## config.mk

```make
export PLATFORM = sky130hd
export DESIGN_NAME = primitive_to_triangle_list
export DESIGN_NICKNAME = d
export VERILOG_FILES = /design/src/hw/rtl/ptl_pkg.sv /design/src/hw/rtl/primitive_to_triangle_list.sv /design/src/hw/rtl/ptl_front.sv /design/src/hw/rtl/ptl_fifo.sv /design/src/hw/rtl/ptl_back.sv
export VERILOG_INCLUDE_DIRS = /design/src /design/src/hw/rtl
export SDC_FILE = /design/constraint.sdc
export NUM_CORES = 2
export LEC_CHECK = 0
export BUFFER_PORTS_ARGS = -buffer_cell sky130_fd_sc_hd__buf_2
export CAP_MARGIN = 10
export CELL_PAD_IN_SITES_DETAIL_PLACEMENT = 0
export CELL_PAD_IN_SITES_GLOBAL_PLACEMENT = 1
export CORE_MARGIN = 10
export CORE_UTILIZATION = 25
export DETAILED_ROUTE_END_ITERATION = 10
export PLACE_DENSITY = 0.44
export SLEW_MARGIN = 40
export SYNTH_ARGS = -nofsm -noshare
export SYNTH_HDL_FRONTEND = slang
export SYNTH_SLANG_ARGS = --single-unit
```

## constraint.sdc

```tcl
create_clock -name clk -period 42.4 [get_ports clk]
set_input_delay 4.24 -clock clk [delete_from_list [all_inputs] [get_ports clk]]
set_output_delay 4.24 -clock clk [all_outputs]
set_load 0.01 [all_outputs]
```

## src/hw/rtl/primitive_to_triangle_list_assert.svh

```systemverilog
// Assertion macros shared by the primitive assembly RTL.
`ifndef PRIMITIVE_TO_TRIANGLE_LIST_ASSERT_SVH
`define PRIMITIVE_TO_TRIANGLE_LIST_ASSERT_SVH

// Same-cycle implication, disabled while reset is asserted.
`define PTL_ASSERT_IMP(lbl, clk, rst_n, ante, cons, msg) \
	lbl: assert property (@(posedge clk) disable iff (!rst_n) (ante) |-> (cons)) \
		else $error(msg);

// Next-cycle implication, disabled while reset is asserted.
`define PTL_ASSERT_NXT(lbl, clk, rst_n, ante, cons, msg) \
	lbl: assert property (@(posedge clk) disable iff (!rst_n) (ante) |=> (cons)) \
		else $error(msg);

`endif

```

## src/hw/rtl/ptl_pkg.sv

```systemverilog
// Types, codes and helper functions of the primitive assembly block.
package ptl_pkg;

	// register indexes
	localparam logic [2:0] REG_PRIM_MODE  = 3'd0;
	localparam logic [2:0] REG_MOD_RED    = 3'd1;
	localparam logic [2:0] REG_MOD_GREEN  = 3'd2;
	localparam logic [2:0] REG_MOD_BLUE   = 3'd3;
	localparam logic [2:0] REG_MOD_ALPHA  = 3'd4;
	localparam logic [2:0] REG_CA_ENABLE  = 3'd5;
	localparam logic [2:0] REG_CONST_ALPHA = 3'd6;

	// primitive modes
	localparam logic [1:0] MODE_LIST  = 2'd0;
	localparam logic [1:0] MODE_QUAD  = 2'd1;
	localparam logic [1:0] MODE_STRIP = 2'd2;
	localparam logic [1:0] MODE_FAN   = 2'd3;

	// back-end actions
	localparam logic [2:0] ACT_STORE = 3'd0;
	localparam logic [2:0] ACT_PASS  = 3'd1;
	localparam logic [2:0] ACT_QUAD  = 3'd2;
	localparam logic [2:0] ACT_STRIP = 3'd3;
	localparam logic [2:0] ACT_FAN   = 3'd4;

	// vertex sources for one emitted result
	localparam logic [1:0] SRC_S0 = 2'd0;
	localparam logic [1:0] SRC_S1 = 2'd1;
	localparam logic [1:0] SRC_S2 = 2'd2;
	localparam logic [1:0] SRC_V  = 2'd3;

	localparam int NUM_SLOTS = 3;

	// command queue
	localparam int Q_DEPTH = 2;
	localparam int Q_AW    = (Q_DEPTH > 1) ? $clog2(Q_DEPTH) : 1;
	localparam int Q_CW    = $clog2(Q_DEPTH + 1);

	// reciprocals: x/255 for 16-bit x, y/255 for y below 2^24
	localparam logic [15:0] RECIP_255_16 = 16'd32897;
	localparam logic [24:0] RECIP_255_24 = 25'd16843010;
	localparam logic [7:0]  ROUND_8      = 8'd127;
	localparam logic [14:0] ROUND_16     = 15'd32512;

	typedef struct packed {
		logic [1:0] mode;
		logic [7:0] mod_red;
		logic [7:0] mod_green;
		logic [7:0] mod_blue;
		logic [7:0] mod_alpha;
		logic       ca_en;
		logic [7:0] const_alpha;
	} ptl_cfg_t;

	typedef struct packed {
		logic [31:0] pos_x;
		logic [31:0] pos_y;
		logic [31:0] pos_z;
		logic [31:0] tex_u;
		logic [31:0] tex_v;
		logic [7:0]  red;
		logic [7:0]  green;
		logic [7:0]  blue;
		logic [7:0]  alpha;
	} ptl_vtx_t;

	typedef struct packed {
		logic [2:0] act;
		logic       par;
		logic [1:0] idx;
	} ptl_ctl_t;

	typedef struct packed {
		ptl_ctl_t ctl;
		ptl_vtx_t vtx;
	} ptl_cmd_t;

	typedef struct packed {
		logic [1:0] src;
		logic       last;
	} ptl_pick_t;

	// Which vertex goes out at a given step of an action.
	function automatic ptl_pick_t ptl_pick(input logic [2:0] act, input logic par,
			input logic [2:0] step);
		ptl_pick_t p;
		p.src  = SRC_V;
		p.last = 1'b1;
		case (act)
			ACT_QUAD: begin
				p.last = (step == 3'd5);
				case (step)
					3'd0: p.src = SRC_S0;
					3'd1: p.src = SRC_S1;
					3'd2: p.src = SRC_S2;
					3'd3: p.src = SRC_S0;
					3'd4: p.src = SRC_S2;
					default: p.src = SRC_V;
				endcase
			end
			ACT_STRIP: begin
				p.last = (step == 3'd2);
				case (step)
					3'd0: p.src = par ? SRC_S1 : SRC_S0;
					3'd1: p.src = par ? SRC_S0 : SRC_S1;
					default: p.src = SRC_V;
				endcase
			end
			ACT_FAN: begin
				p.last = (step == 3'd2);
				case (step)
					3'd0: p.src = SRC_S0;
					3'd1: p.src = SRC_S1;
					default: p.src = SRC_V;
				endcase
			end
			default: begin
				p.src  = SRC_V;
				p.last = 1'b1;
			end
		endcase
		return p;
	endfunction

endpackage

```

## src/hw/rtl/primitive_to_triangle_list.sv

```systemverilog
// Top level of the primitive assembly block: configuration registers and block wiring.
//
// Usage: one vertex of a draw is requested per in_valid/in_ready handshake;
// start_of_draw marks the first vertex of a draw. Results leave on the
// out_valid/out_ready channel as vertices of an independent triangle list,
// run_last flagging the last vertex produced by an input request.
// Configuration goes through cfg_we/cfg_index/cfg_data, one register per
// cycle; the user must write it only while the block is idle, which the
// block itself does not enforce; unknown indexes are ignored.
// The first vertex a request emits passes the four-stage colour pipeline,
// the queue and the output register on its way to the output.
// Throughput: the front takes one request per cycle while in_ready is high.
// The back sends one result per cycle while out_ready allows; a list request
// gives one result, a strip or fan request three once primed, the fourth
// vertex of a quad six, and a held vertex none; the output sequencer paces it.
// Reset clears the assembly count, strip parity, queue and output valid and
// loads register defaults; vertex slots are undefined until stored.
// A stalled receiver holds the output register; the two-entry command queue
// then fills and in_ready drops, stalling the front pipeline in place.
module primitive_to_triangle_list
	import ptl_pkg::*;
(
	input  logic        clk,
	input  logic        arst_n,
	input  logic        cfg_we,
	input  logic [2:0]  cfg_index,
	input  logic [7:0]  cfg_data,
	input  logic        in_valid,
	output logic        in_ready,
	input  logic [31:0] in_pos_x,
	input  logic [31:0] in_pos_y,
	input  logic [31:0] in_pos_z,
	input  logic [31:0] in_tex_u,
	input  logic [31:0] in_tex_v,
	input  logic [31:0] in_color,
	input  logic        start_of_draw,
	output logic        out_valid,
	input  logic        out_ready,
	output logic [31:0] out_pos_x,
	output logic [31:0] out_pos_y,
	output logic [31:0] out_pos_z,
	output logic [31:0] out_tex_u,
	output logic [31:0] out_tex_v,
	output logic [7:0]  out_red,
	output logic [7:0]  out_green,
	output logic [7:0]  out_blue,
	output logic [7:0]  out_alpha,
	output logic        run_last
);

	ptl_cfg_t cfg_q;

	// front to queue
	logic     fq_valid;
	logic     fq_ready;
	ptl_cmd_t fq_data;
	// queue to back
	logic     bq_valid;
	logic     bq_pop;
	ptl_cmd_t bq_data;

	// register file, values masked to their widths
	always_ff @(posedge clk or negedge arst_n) begin
		if (!arst_n) begin
			cfg_q.mode        <= MODE_LIST;
			cfg_q.mod_red     <= 8'hff;
			cfg_q.mod_green   <= 8'hff;
			cfg_q.mod_blue    <= 8'hff;
			cfg_q.mod_alpha   <= 8'hff;
			cfg_q.ca_en       <= 1'b0;
			cfg_q.const_alpha <= 8'hff;
		end else if (cfg_we) begin
			case (cfg_index)
				REG_PRIM_MODE:   cfg_q.mode        <= cfg_data[1:0];
				REG_MOD_RED:     cfg_q.mod_red     <= cfg_data;
				REG_MOD_GREEN:   cfg_q.mod_green   <= cfg_data;
				REG_MOD_BLUE:    cfg_q.mod_blue    <= cfg_data;
				REG_MOD_ALPHA:   cfg_q.mod_alpha   <= cfg_data;
				REG_CA_ENABLE:   cfg_q.ca_en       <= cfg_data[0];
				REG_CONST_ALPHA: cfg_q.const_alpha <= cfg_data;
				default: ;
			endcase
		end
	end

	// classify and modulate colour
	ptl_front u_front (
		.clk           (clk),
		.arst_n        (arst_n),
		.cfg           (cfg_q),
		.in_valid      (in_valid),
		.in_ready      (in_ready),
		.in_pos_x      (in_pos_x),
		.in_pos_y      (in_pos_y),
		.in_pos_z      (in_pos_z),
		.in_tex_u      (in_tex_u),
		.in_tex_v      (in_tex_v),
		.in_color      (in_color),
		.start_of_draw (start_of_draw),
		.q_valid       (fq_valid),
		.q_ready       (fq_ready),
		.q_data        (fq_data)
	);

	// decouples the per-request front from the multi-result back
	ptl_fifo u_fifo (
		.clk        (clk),
		.arst_n     (arst_n),
		.push_valid (fq_valid),
		.push_ready (fq_ready),
		.push_data  (fq_data),
		.pop_valid  (bq_valid),
		.pop        (bq_pop),
		.pop_data   (bq_data)
	);

	// slot storage and result sequencing
	ptl_back u_back (
		.clk       (clk),
		.arst_n    (arst_n),
		.q_valid   (bq_valid),
		.q_pop     (bq_pop),
		.q_data    (bq_data),
		.out_valid (out_valid),
		.out_ready (out_ready),
		.out_pos_x (out_pos_x),
		.out_pos_y (out_pos_y),
		.out_pos_z (out_pos_z),
		.out_tex_u (out_tex_u),
		.out_tex_v (out_tex_v),
		.out_red   (out_red),
		.out_green (out_green),
		.out_blue  (out_blue),
		.out_alpha (out_alpha),
		.run_last  (run_last)
	);

endmodule

```

## src/hw/rtl/ptl_front.sv

```systemverilog
// Front end: vertex intake, assembly classification and colour modulation pipeline.
module ptl_front
	import ptl_pkg::*;
(
	input  logic        clk,
	input  logic        arst_n,
	input  ptl_cfg_t    cfg,
	input  logic        in_valid,
	output logic        in_ready,
	input  logic [31:0] in_pos_x,
	input  logic [31:0] in_pos_y,
	input  logic [31:0] in_pos_z,
	input  logic [31:0] in_tex_u,
	input  logic [31:0] in_tex_v,
	input  logic [31:0] in_color,
	input  logic        start_of_draw,
	output logic        q_valid,
	input  logic        q_ready,
	output ptl_cmd_t    q_data
);
`include "primitive_to_triangle_list_assert.svh"

	logic        adv;
	logic        take;
	logic [1:0]  cnt_q;
	logic        par_q;
	logic [1:0]  cnt_cur;
	logic        par_cur;
	logic [1:0]  cnt_nxt;
	logic        par_nxt;
	ptl_ctl_t    ctl_nxt;

	logic        v_s1, v_s2, v_s3, v_s4;
	ptl_ctl_t    ctl_s1, ctl_s2, ctl_s3;
	logic [159:0] pt_s1, pt_s2, pt_s3;
	logic [15:0] prod_s1 [4];
	logic [30:0] mul_s2 [4];
	logic [23:0] ya_s2;
	logic [7:0]  chan_s3 [4];
	logic [16:0] hi_s3;
	ptl_cmd_t    cmd_s4;

	logic [7:0]  src_ch [4];
	logic [7:0]  mod_ch [4];
	logic [23:0] ya_rnd;
	logic [48:0] hi_prod;
	logic [30:0] ca_prod;

	assign adv      = !v_s4 || q_ready;
	assign in_ready = adv;
	assign take     = in_valid && adv;
	assign q_valid  = v_s4;
	assign q_data   = cmd_s4;

	assign src_ch[0] = in_color[31:24];
	assign src_ch[1] = in_color[23:16];
	assign src_ch[2] = in_color[15:8];
	assign src_ch[3] = in_color[7:0];
	assign mod_ch[0] = cfg.mod_red;
	assign mod_ch[1] = cfg.mod_green;
	assign mod_ch[2] = cfg.mod_blue;
	assign mod_ch[3] = cfg.mod_alpha;

	// classification against the assembly state, start of draw clears first
	always_comb begin
		cnt_cur = start_of_draw ? 2'd0 : cnt_q;
		par_cur = start_of_draw ? 1'b0 : par_q;
		cnt_nxt = cnt_cur;
		par_nxt = par_cur;
		ctl_nxt.act = ACT_PASS;
		ctl_nxt.par = par_cur;
		ctl_nxt.idx = cnt_cur;
		case (cfg.mode)
			MODE_LIST: ctl_nxt.act = ACT_PASS;
			MODE_QUAD: begin
				if (cnt_cur < 2'd3) begin
					ctl_nxt.act = ACT_STORE;
					cnt_nxt = cnt_cur + 2'd1;
				end else begin
					ctl_nxt.act = ACT_QUAD;
					cnt_nxt = 2'd0;
				end
			end
			MODE_STRIP: begin
				if (cnt_cur < 2'd2) begin
					ctl_nxt.act = ACT_STORE;
					cnt_nxt = cnt_cur + 2'd1;
				end else begin
					ctl_nxt.act = ACT_STRIP;
					cnt_nxt = 2'd2;
					par_nxt = !par_cur;
				end
			end
			default: begin
				if (cnt_cur < 2'd2) begin
					ctl_nxt.act = ACT_STORE;
					cnt_nxt = cnt_cur + 2'd1;
				end else begin
					ctl_nxt.act = ACT_FAN;
					cnt_nxt = 2'd2;
				end
			end
		endcase
	end

	always_ff @(posedge clk or negedge arst_n) begin
		if (!arst_n) begin
			cnt_q <= 2'd0;
			par_q <= 1'b0;
			v_s1  <= 1'b0;
			v_s2  <= 1'b0;
			v_s3  <= 1'b0;
			v_s4  <= 1'b0;
		end else begin
			if (take) begin
				cnt_q <= cnt_nxt;
				par_q <= par_nxt;
			end
			if (adv) begin
				v_s1 <= in_valid;
				v_s2 <= v_s1;
				v_s3 <= v_s2;
				v_s4 <= v_s3;
			end
		end
	end

	assign ya_rnd  = ya_s2 + {9'd0, ROUND_16};
	assign hi_prod = {25'd0, ya_rnd} * {24'd0, RECIP_255_24};
	assign ca_prod = {14'd0, hi_s3} * {15'd0, RECIP_255_16};

	// s1 products, s2 reciprocal multiply, s3 quotients, s4 second alpha divide
	always_ff @(posedge clk) begin
		if (adv) begin
			ctl_s1 <= ctl_nxt;
			pt_s1  <= {in_pos_x, in_pos_y, in_pos_z, in_tex_u, in_tex_v};
			for (int i = 0; i < 4; i++) begin
				prod_s1[i] <= {8'd0, src_ch[i]} * {8'd0, mod_ch[i]};
			end

			ctl_s2 <= ctl_s1;
			pt_s2  <= pt_s1;
			for (int i = 0; i < 4; i++) begin
				mul_s2[i] <= {14'd0, {1'b0, prod_s1[i]} + {9'd0, ROUND_8}} *
					{15'd0, RECIP_255_16};
			end
			ya_s2 <= {8'd0, prod_s1[3]} * {16'd0, cfg.const_alpha};

			ctl_s3 <= ctl_s2;
			pt_s3  <= pt_s2;
			for (int i = 0; i < 4; i++) begin
				chan_s3[i] <= mul_s2[i][30:23];
			end
			hi_s3 <= hi_prod[48:32];

			cmd_s4.ctl       <= ctl_s3;
			cmd_s4.vtx.pos_x <= pt_s3[159:128];
			cmd_s4.vtx.pos_y <= pt_s3[127:96];
			cmd_s4.vtx.pos_z <= pt_s3[95:64];
			cmd_s4.vtx.tex_u <= pt_s3[63:32];
			cmd_s4.vtx.tex_v <= pt_s3[31:0];
			cmd_s4.vtx.red   <= chan_s3[0];
			cmd_s4.vtx.green <= chan_s3[1];
			cmd_s4.vtx.blue  <= chan_s3[2];
			cmd_s4.vtx.alpha <= cfg.ca_en ? ca_prod[30:23] : chan_s3[3];
		end
	end

	`PTL_ASSERT_NXT(a_front_hold, clk, arst_n, v_s4 && !q_ready, v_s4 && $stable(cmd_s4), "front: stalled command changed")

endmodule

```

## src/hw/rtl/ptl_fifo.sv

```systemverilog
// Short command queue between the front and back ends.
module ptl_fifo
	import ptl_pkg::*;
(
	input  logic     clk,
	input  logic     arst_n,
	input  logic     push_valid,
	output logic     push_ready,
	input  ptl_cmd_t push_data,
	output logic     pop_valid,
	input  logic     pop,
	output ptl_cmd_t pop_data
);
`include "primitive_to_triangle_list_assert.svh"

	ptl_cmd_t        mem_q [Q_DEPTH];
	logic [Q_AW-1:0] wr_q;
	logic [Q_AW-1:0] rd_q;
	logic [Q_CW-1:0] count_q;
	logic            do_push;
	logic            do_pop;

	assign push_ready = (count_q != Q_CW'(Q_DEPTH));
	assign pop_valid  = (count_q != '0);
	assign pop_data   = mem_q[rd_q];
	assign do_push    = push_valid && push_ready;
	assign do_pop     = pop && pop_valid;

	function automatic logic [Q_AW-1:0] bump(input logic [Q_AW-1:0] p);
		return (p == Q_AW'(Q_DEPTH - 1)) ? '0 : p + 1'b1;
	endfunction

	always_ff @(posedge clk or negedge arst_n) begin
		if (!arst_n) begin
			wr_q    <= '0;
			rd_q    <= '0;
			count_q <= '0;
		end else begin
			if (do_push) wr_q <= bump(wr_q);
			if (do_pop) rd_q <= bump(rd_q);
			if (do_push && !do_pop) count_q <= count_q + 1'b1;
			else if (do_pop && !do_push) count_q <= count_q - 1'b1;
		end
	end

	always_ff @(posedge clk) begin
		if (do_push) mem_q[wr_q] <= push_data;
	end

	`PTL_ASSERT_IMP(a_fifo_pop, clk, arst_n, pop, count_q != '0, "fifo: pop from empty queue")

endmodule

```

## src/hw/rtl/ptl_back.sv

```systemverilog
// Back end: vertex slots and the sequencer that emits triangle-list vertices.
module ptl_back
	import ptl_pkg::*;
(
	input  logic        clk,
	input  logic        arst_n,
	input  logic        q_valid,
	output logic        q_pop,
	input  ptl_cmd_t    q_data,
	output logic        out_valid,
	input  logic        out_ready,
	output logic [31:0] out_pos_x,
	output logic [31:0] out_pos_y,
	output logic [31:0] out_pos_z,
	output logic [31:0] out_tex_u,
	output logic [31:0] out_tex_v,
	output logic [7:0]  out_red,
	output logic [7:0]  out_green,
	output logic [7:0]  out_blue,
	output logic [7:0]  out_alpha,
	output logic        run_last
);
`include "primitive_to_triangle_list_assert.svh"

	ptl_vtx_t  slot_q [NUM_SLOTS];
	logic [2:0] step_q;
	logic       out_valid_q;
	ptl_vtx_t   out_q;
	logic       last_q;
	ptl_pick_t  pk;
	ptl_vtx_t   src_vtx;
	logic       is_store;
	logic       store_go;
	logic       ld;
	logic       done;

	assign pk       = ptl_pick(q_data.ctl.act, q_data.ctl.par, step_q);
	assign is_store = (q_data.ctl.act == ACT_STORE);
	assign store_go = q_valid && is_store;
	assign ld       = q_valid && !is_store && (!out_valid_q || out_ready);
	assign done     = ld && pk.last;
	assign q_pop    = store_go || done;

	always_comb begin
		case (pk.src)
			SRC_S0: src_vtx = slot_q[0];
			SRC_S1: src_vtx = slot_q[1];
			SRC_S2: src_vtx = slot_q[2];
			default: src_vtx = q_data.vtx;
		endcase
	end

	always_ff @(posedge clk or negedge arst_n) begin
		if (!arst_n) begin
			step_q      <= 3'd0;
			out_valid_q <= 1'b0;
		end else begin
			if (done) step_q <= 3'd0;
			else if (ld) step_q <= step_q + 3'd1;
			if (ld) out_valid_q <= 1'b1;
			else if (out_ready) out_valid_q <= 1'b0;
		end
	end

	always_ff @(posedge clk) begin
		if (ld) begin
			out_q  <= src_vtx;
			last_q <= pk.last;
		end
		if (store_go) slot_q[q_data.ctl.idx] <= q_data.vtx;
		if (done && q_data.ctl.act == ACT_STRIP) begin
			slot_q[0] <= slot_q[1];
			slot_q[1] <= q_data.vtx;
		end
		if (done && q_data.ctl.act == ACT_FAN) slot_q[1] <= q_data.vtx;
	end

	assign out_valid = out_valid_q;
	assign out_pos_x = out_q.pos_x;
	assign out_pos_y = out_q.pos_y;
	assign out_pos_z = out_q.pos_z;
	assign out_tex_u = out_q.tex_u;
	assign out_tex_v = out_q.tex_v;
	assign out_red   = out_q.red;
	assign out_green = out_q.green;
	assign out_blue  = out_q.blue;
	assign out_alpha = out_q.alpha;
	assign run_last  = last_q;

	`PTL_ASSERT_NXT(a_back_wrap, clk, arst_n, done, step_q == 3'd0, "back: step did not wrap after last vertex")
	`PTL_ASSERT_IMP(a_back_head, clk, arst_n, step_q != 3'd0, q_valid && !is_store, "back: command left mid-sequence")

endmodule

```

==> qor.csv <==
metric,value,unit
status,"complete, no violations",
htreeDepth,4,
grt_util_met1,0.1612,
grt_max_degree,105,
grt_pass1_wl,377700,um
rows,227,
hold_depth,0,
use_met3,0.01781,
start_kind,primary input,
yosysWarningCount,0,
drt_wl_total,255700,um
crit_type,in2reg,
wl_per_cell,21.09,um
cts_setup_buffers,0,
netlist_instances,6355,
setup_tns,0,ps
tightestPinTransition,883.4,ps
drc,0,
area_growth,17.25,%
pin_count,404,
use_met2,0.2089,
min_period_over_period,0.1857,
cts-buffers-inserted,244,
via_per_inst,4.303,
core_area,0.3829,mm^2
arrival,8470,ps
vias,52160,
cts_tree,done,
postCtsHoldBufs,0,
ys.flop_type,edfxtp_1,
busiest_layer,met2,
die-area,0.4101,mm^2
ctsResizeCount,0,
synth_seq_cells,2088,
min_to,u_front.pt_s2[39],
grt_usage,0.1214,
maxSlewHeadroom,0.4068,
ys_top_cells_by_area,"edfxtp_1 (63%), ha_1 (9.5%), fa_1 (5.1%)",
place_congestion,0.7451,
clock_path_buffers,4,
hpwl,166400,um
route.antenna.remaining_nets,0,
synth.distinct_cells,77,
hold_violations,0,
grt_overflow,0,
cts.clk_slew.worst_paths,60,ps
synth_fp_nets,7539,
dr.pass1.iters,6,
endpoint_kind,flop,
grt_pass1_vias,55880,
reg2reg_slack,35460,ps
drive_gt1_frac,0.1633,
syn_area,0.09622,mm^2
antenna_found_initial,17,
synth_edf_count,2030,
slew_viol_final,0,
cts_root_buf,clkbuf_16,
cts.sinks,2088,
io_buffers,403,
synth_top_area_cell,edfxtp_1,
synthArstFlopShare,0.02778,
yosysSeqAreaShare,0.6491,
critical_path_required,43000,ps
clock_skew,137.1,ps
first_iter_violations,2905,
start_util,0.2513,
final.min_clock_period,7874,ps
syn_area_per_cell,15.14,um^2
ff2ff_path_depth,22,
timing.hold.ws,310.6,ps
cap_violations,0,
hold_path_class,reg2reg,
yosysMostFrequentCell,edfxtp_1,
rr_endpoint,u_front.hi_s3[15],
synth_top_area_frac,0.6335,
chipWidth,640.4,um
fmax,0.1270,GHz
clock_latency,1000,ps
r2r_start,u_front.ya_s2[11],
hp-start,u_front.pt_s1[39],
synth_commonest_cells,"edfxtp_1 (2030), ha_1 (731), inv_1 (553)",
fin_nets,8055,
setup_violations,0,
rsz0062_at_grt,false,
worstPathMaxFanout,8,
die_y,640.4,um
## per-layer routing
metal / wire length [um] / up-vias
met5: 13 / -
met4: 5398 / 2
met3: 9908 / 295
met2: 124400 / 902
met1: 115900 / 26420
li1: - / 24540
## flip-flops by register name, summed over array words and instances, names as in the netlist, 17 cells and up
register and count:
u_front.q_data 198, u_front.chan_s3 32, cfg_q 43, u_back.out_tex_u 32, u_back.out_pos_x 32, u_back.out_pos_y 32, u_back.out_tex_v 32, u_front.hi_s3 17
u_front.pt_s3 160, u_fifo.mem_q 396, u_front.pt_s2 160, u_back.slot_q 576, u_front.mul_s2 32, u_front.ya_s2 24, u_front.pt_s1 160, u_back.out_pos_z 32
u_front.prod_s1 64
## stage by stage
| step | cells | setup slack, ps | utilization | instance area [um^2] |
|---|---|---|---|---|
| after floorplan | 6355 | 14950 | - | 96220 |
| after global placement | 11650 | 33580 | 0.2727 | 104400 |
| after detailed placement | 11660 | 33630 | 0.2734 | 104700 |
| after CTS | 12120 | 34620 | 0.2944 | 112700 |
| after global routing | 12120 | 34310 | 0.2947 | 112800 |
| final | 12120 | 34530 | 0.2947 | 112800 |
## cell usage in the layout, fill, tap and decap left out, types with 40 or more instances in the layout
cell and instances:
edfxtp_1 2030, ha_1 731, inv_1 553, buf_2 402, nor2_1 299, a21oi_1 284
nand2_1 272, fa_1 244, clkbuf_16 244, mux2_2 242, and2_1 215, mux2i_1 196
o22ai_1 194, a22oi_1 193, xnor2_1 116, o21ai_0 71, clkinv_1 56, xor2_1 55
nand3_1 52, buf_4 48, clkbuf_1 45, dfstp_2 40, clkinv_2 40
## how the worst max path moves through the flow
stage	from	to	slack, ps	cells past startpoint
3_3_place_gp	in_color[1]	u_front.prod_s1[3][15]	33580	17
4_1_cts	in_color[9]	u_front.prod_s1[2][15]	34620	17
5_1_grt	in_color[19]	u_front.prod_s1[1][15]	34310	17
2_1_floorplan	u_fifo.count_q[0]	u_front.chan_s3[0][0]	14950	1
3_5_place_dp	in_color[9]	u_front.prod_s1[2][15]	33630	17
6_report	in_color[9]	u_front.prod_s1[2][15]	34530	17
## critical path, cell delays in order
cell and delay (ps):
buf_2 150, and2_1 180, fa_1 450, fa_1 540
inv_1 50, fa_1 460, fa_1 550, inv_1 40
ha_1 320, o21ai_0 130, a21boi_0 160, o21ai_0 180
nand2b_1 110, a21o_1 200, a41o_1 250, o41a_1 320
xnor2_1 130
## logic make-up (layout without fill, tap and decap cells)
logic type,count (synthesis),in the layout,synth area share
AO/OA/AOI/OAI,907,907,0.05966
XOR/XNOR,172,172,0.01566
adder cells (fa/ha/maj),975,975,0.1458
buffers and inverters,768,1492,0.03061
flip-flops,2088,2088,0.6491
multiplexers,438,438,0.04871
other,0,6,0
AND/OR/NAND/NOR,1007,1007,0.05040
## final cells by class
type	instances	area, um^2
well taps	5038	6304
fillers	38370	270000
repair buffers	485	2915
diodes	6	15.01
flip-flops and latches	2088	62460
multi-input cells	3499	30980
clock inverters	165	1792
inverters	553	2076
clock buffers	289	6275
Power is left out: the tool's default activity adds up to more than one toggle a clock period on the data nets, which glitch-free logic cannot reach.
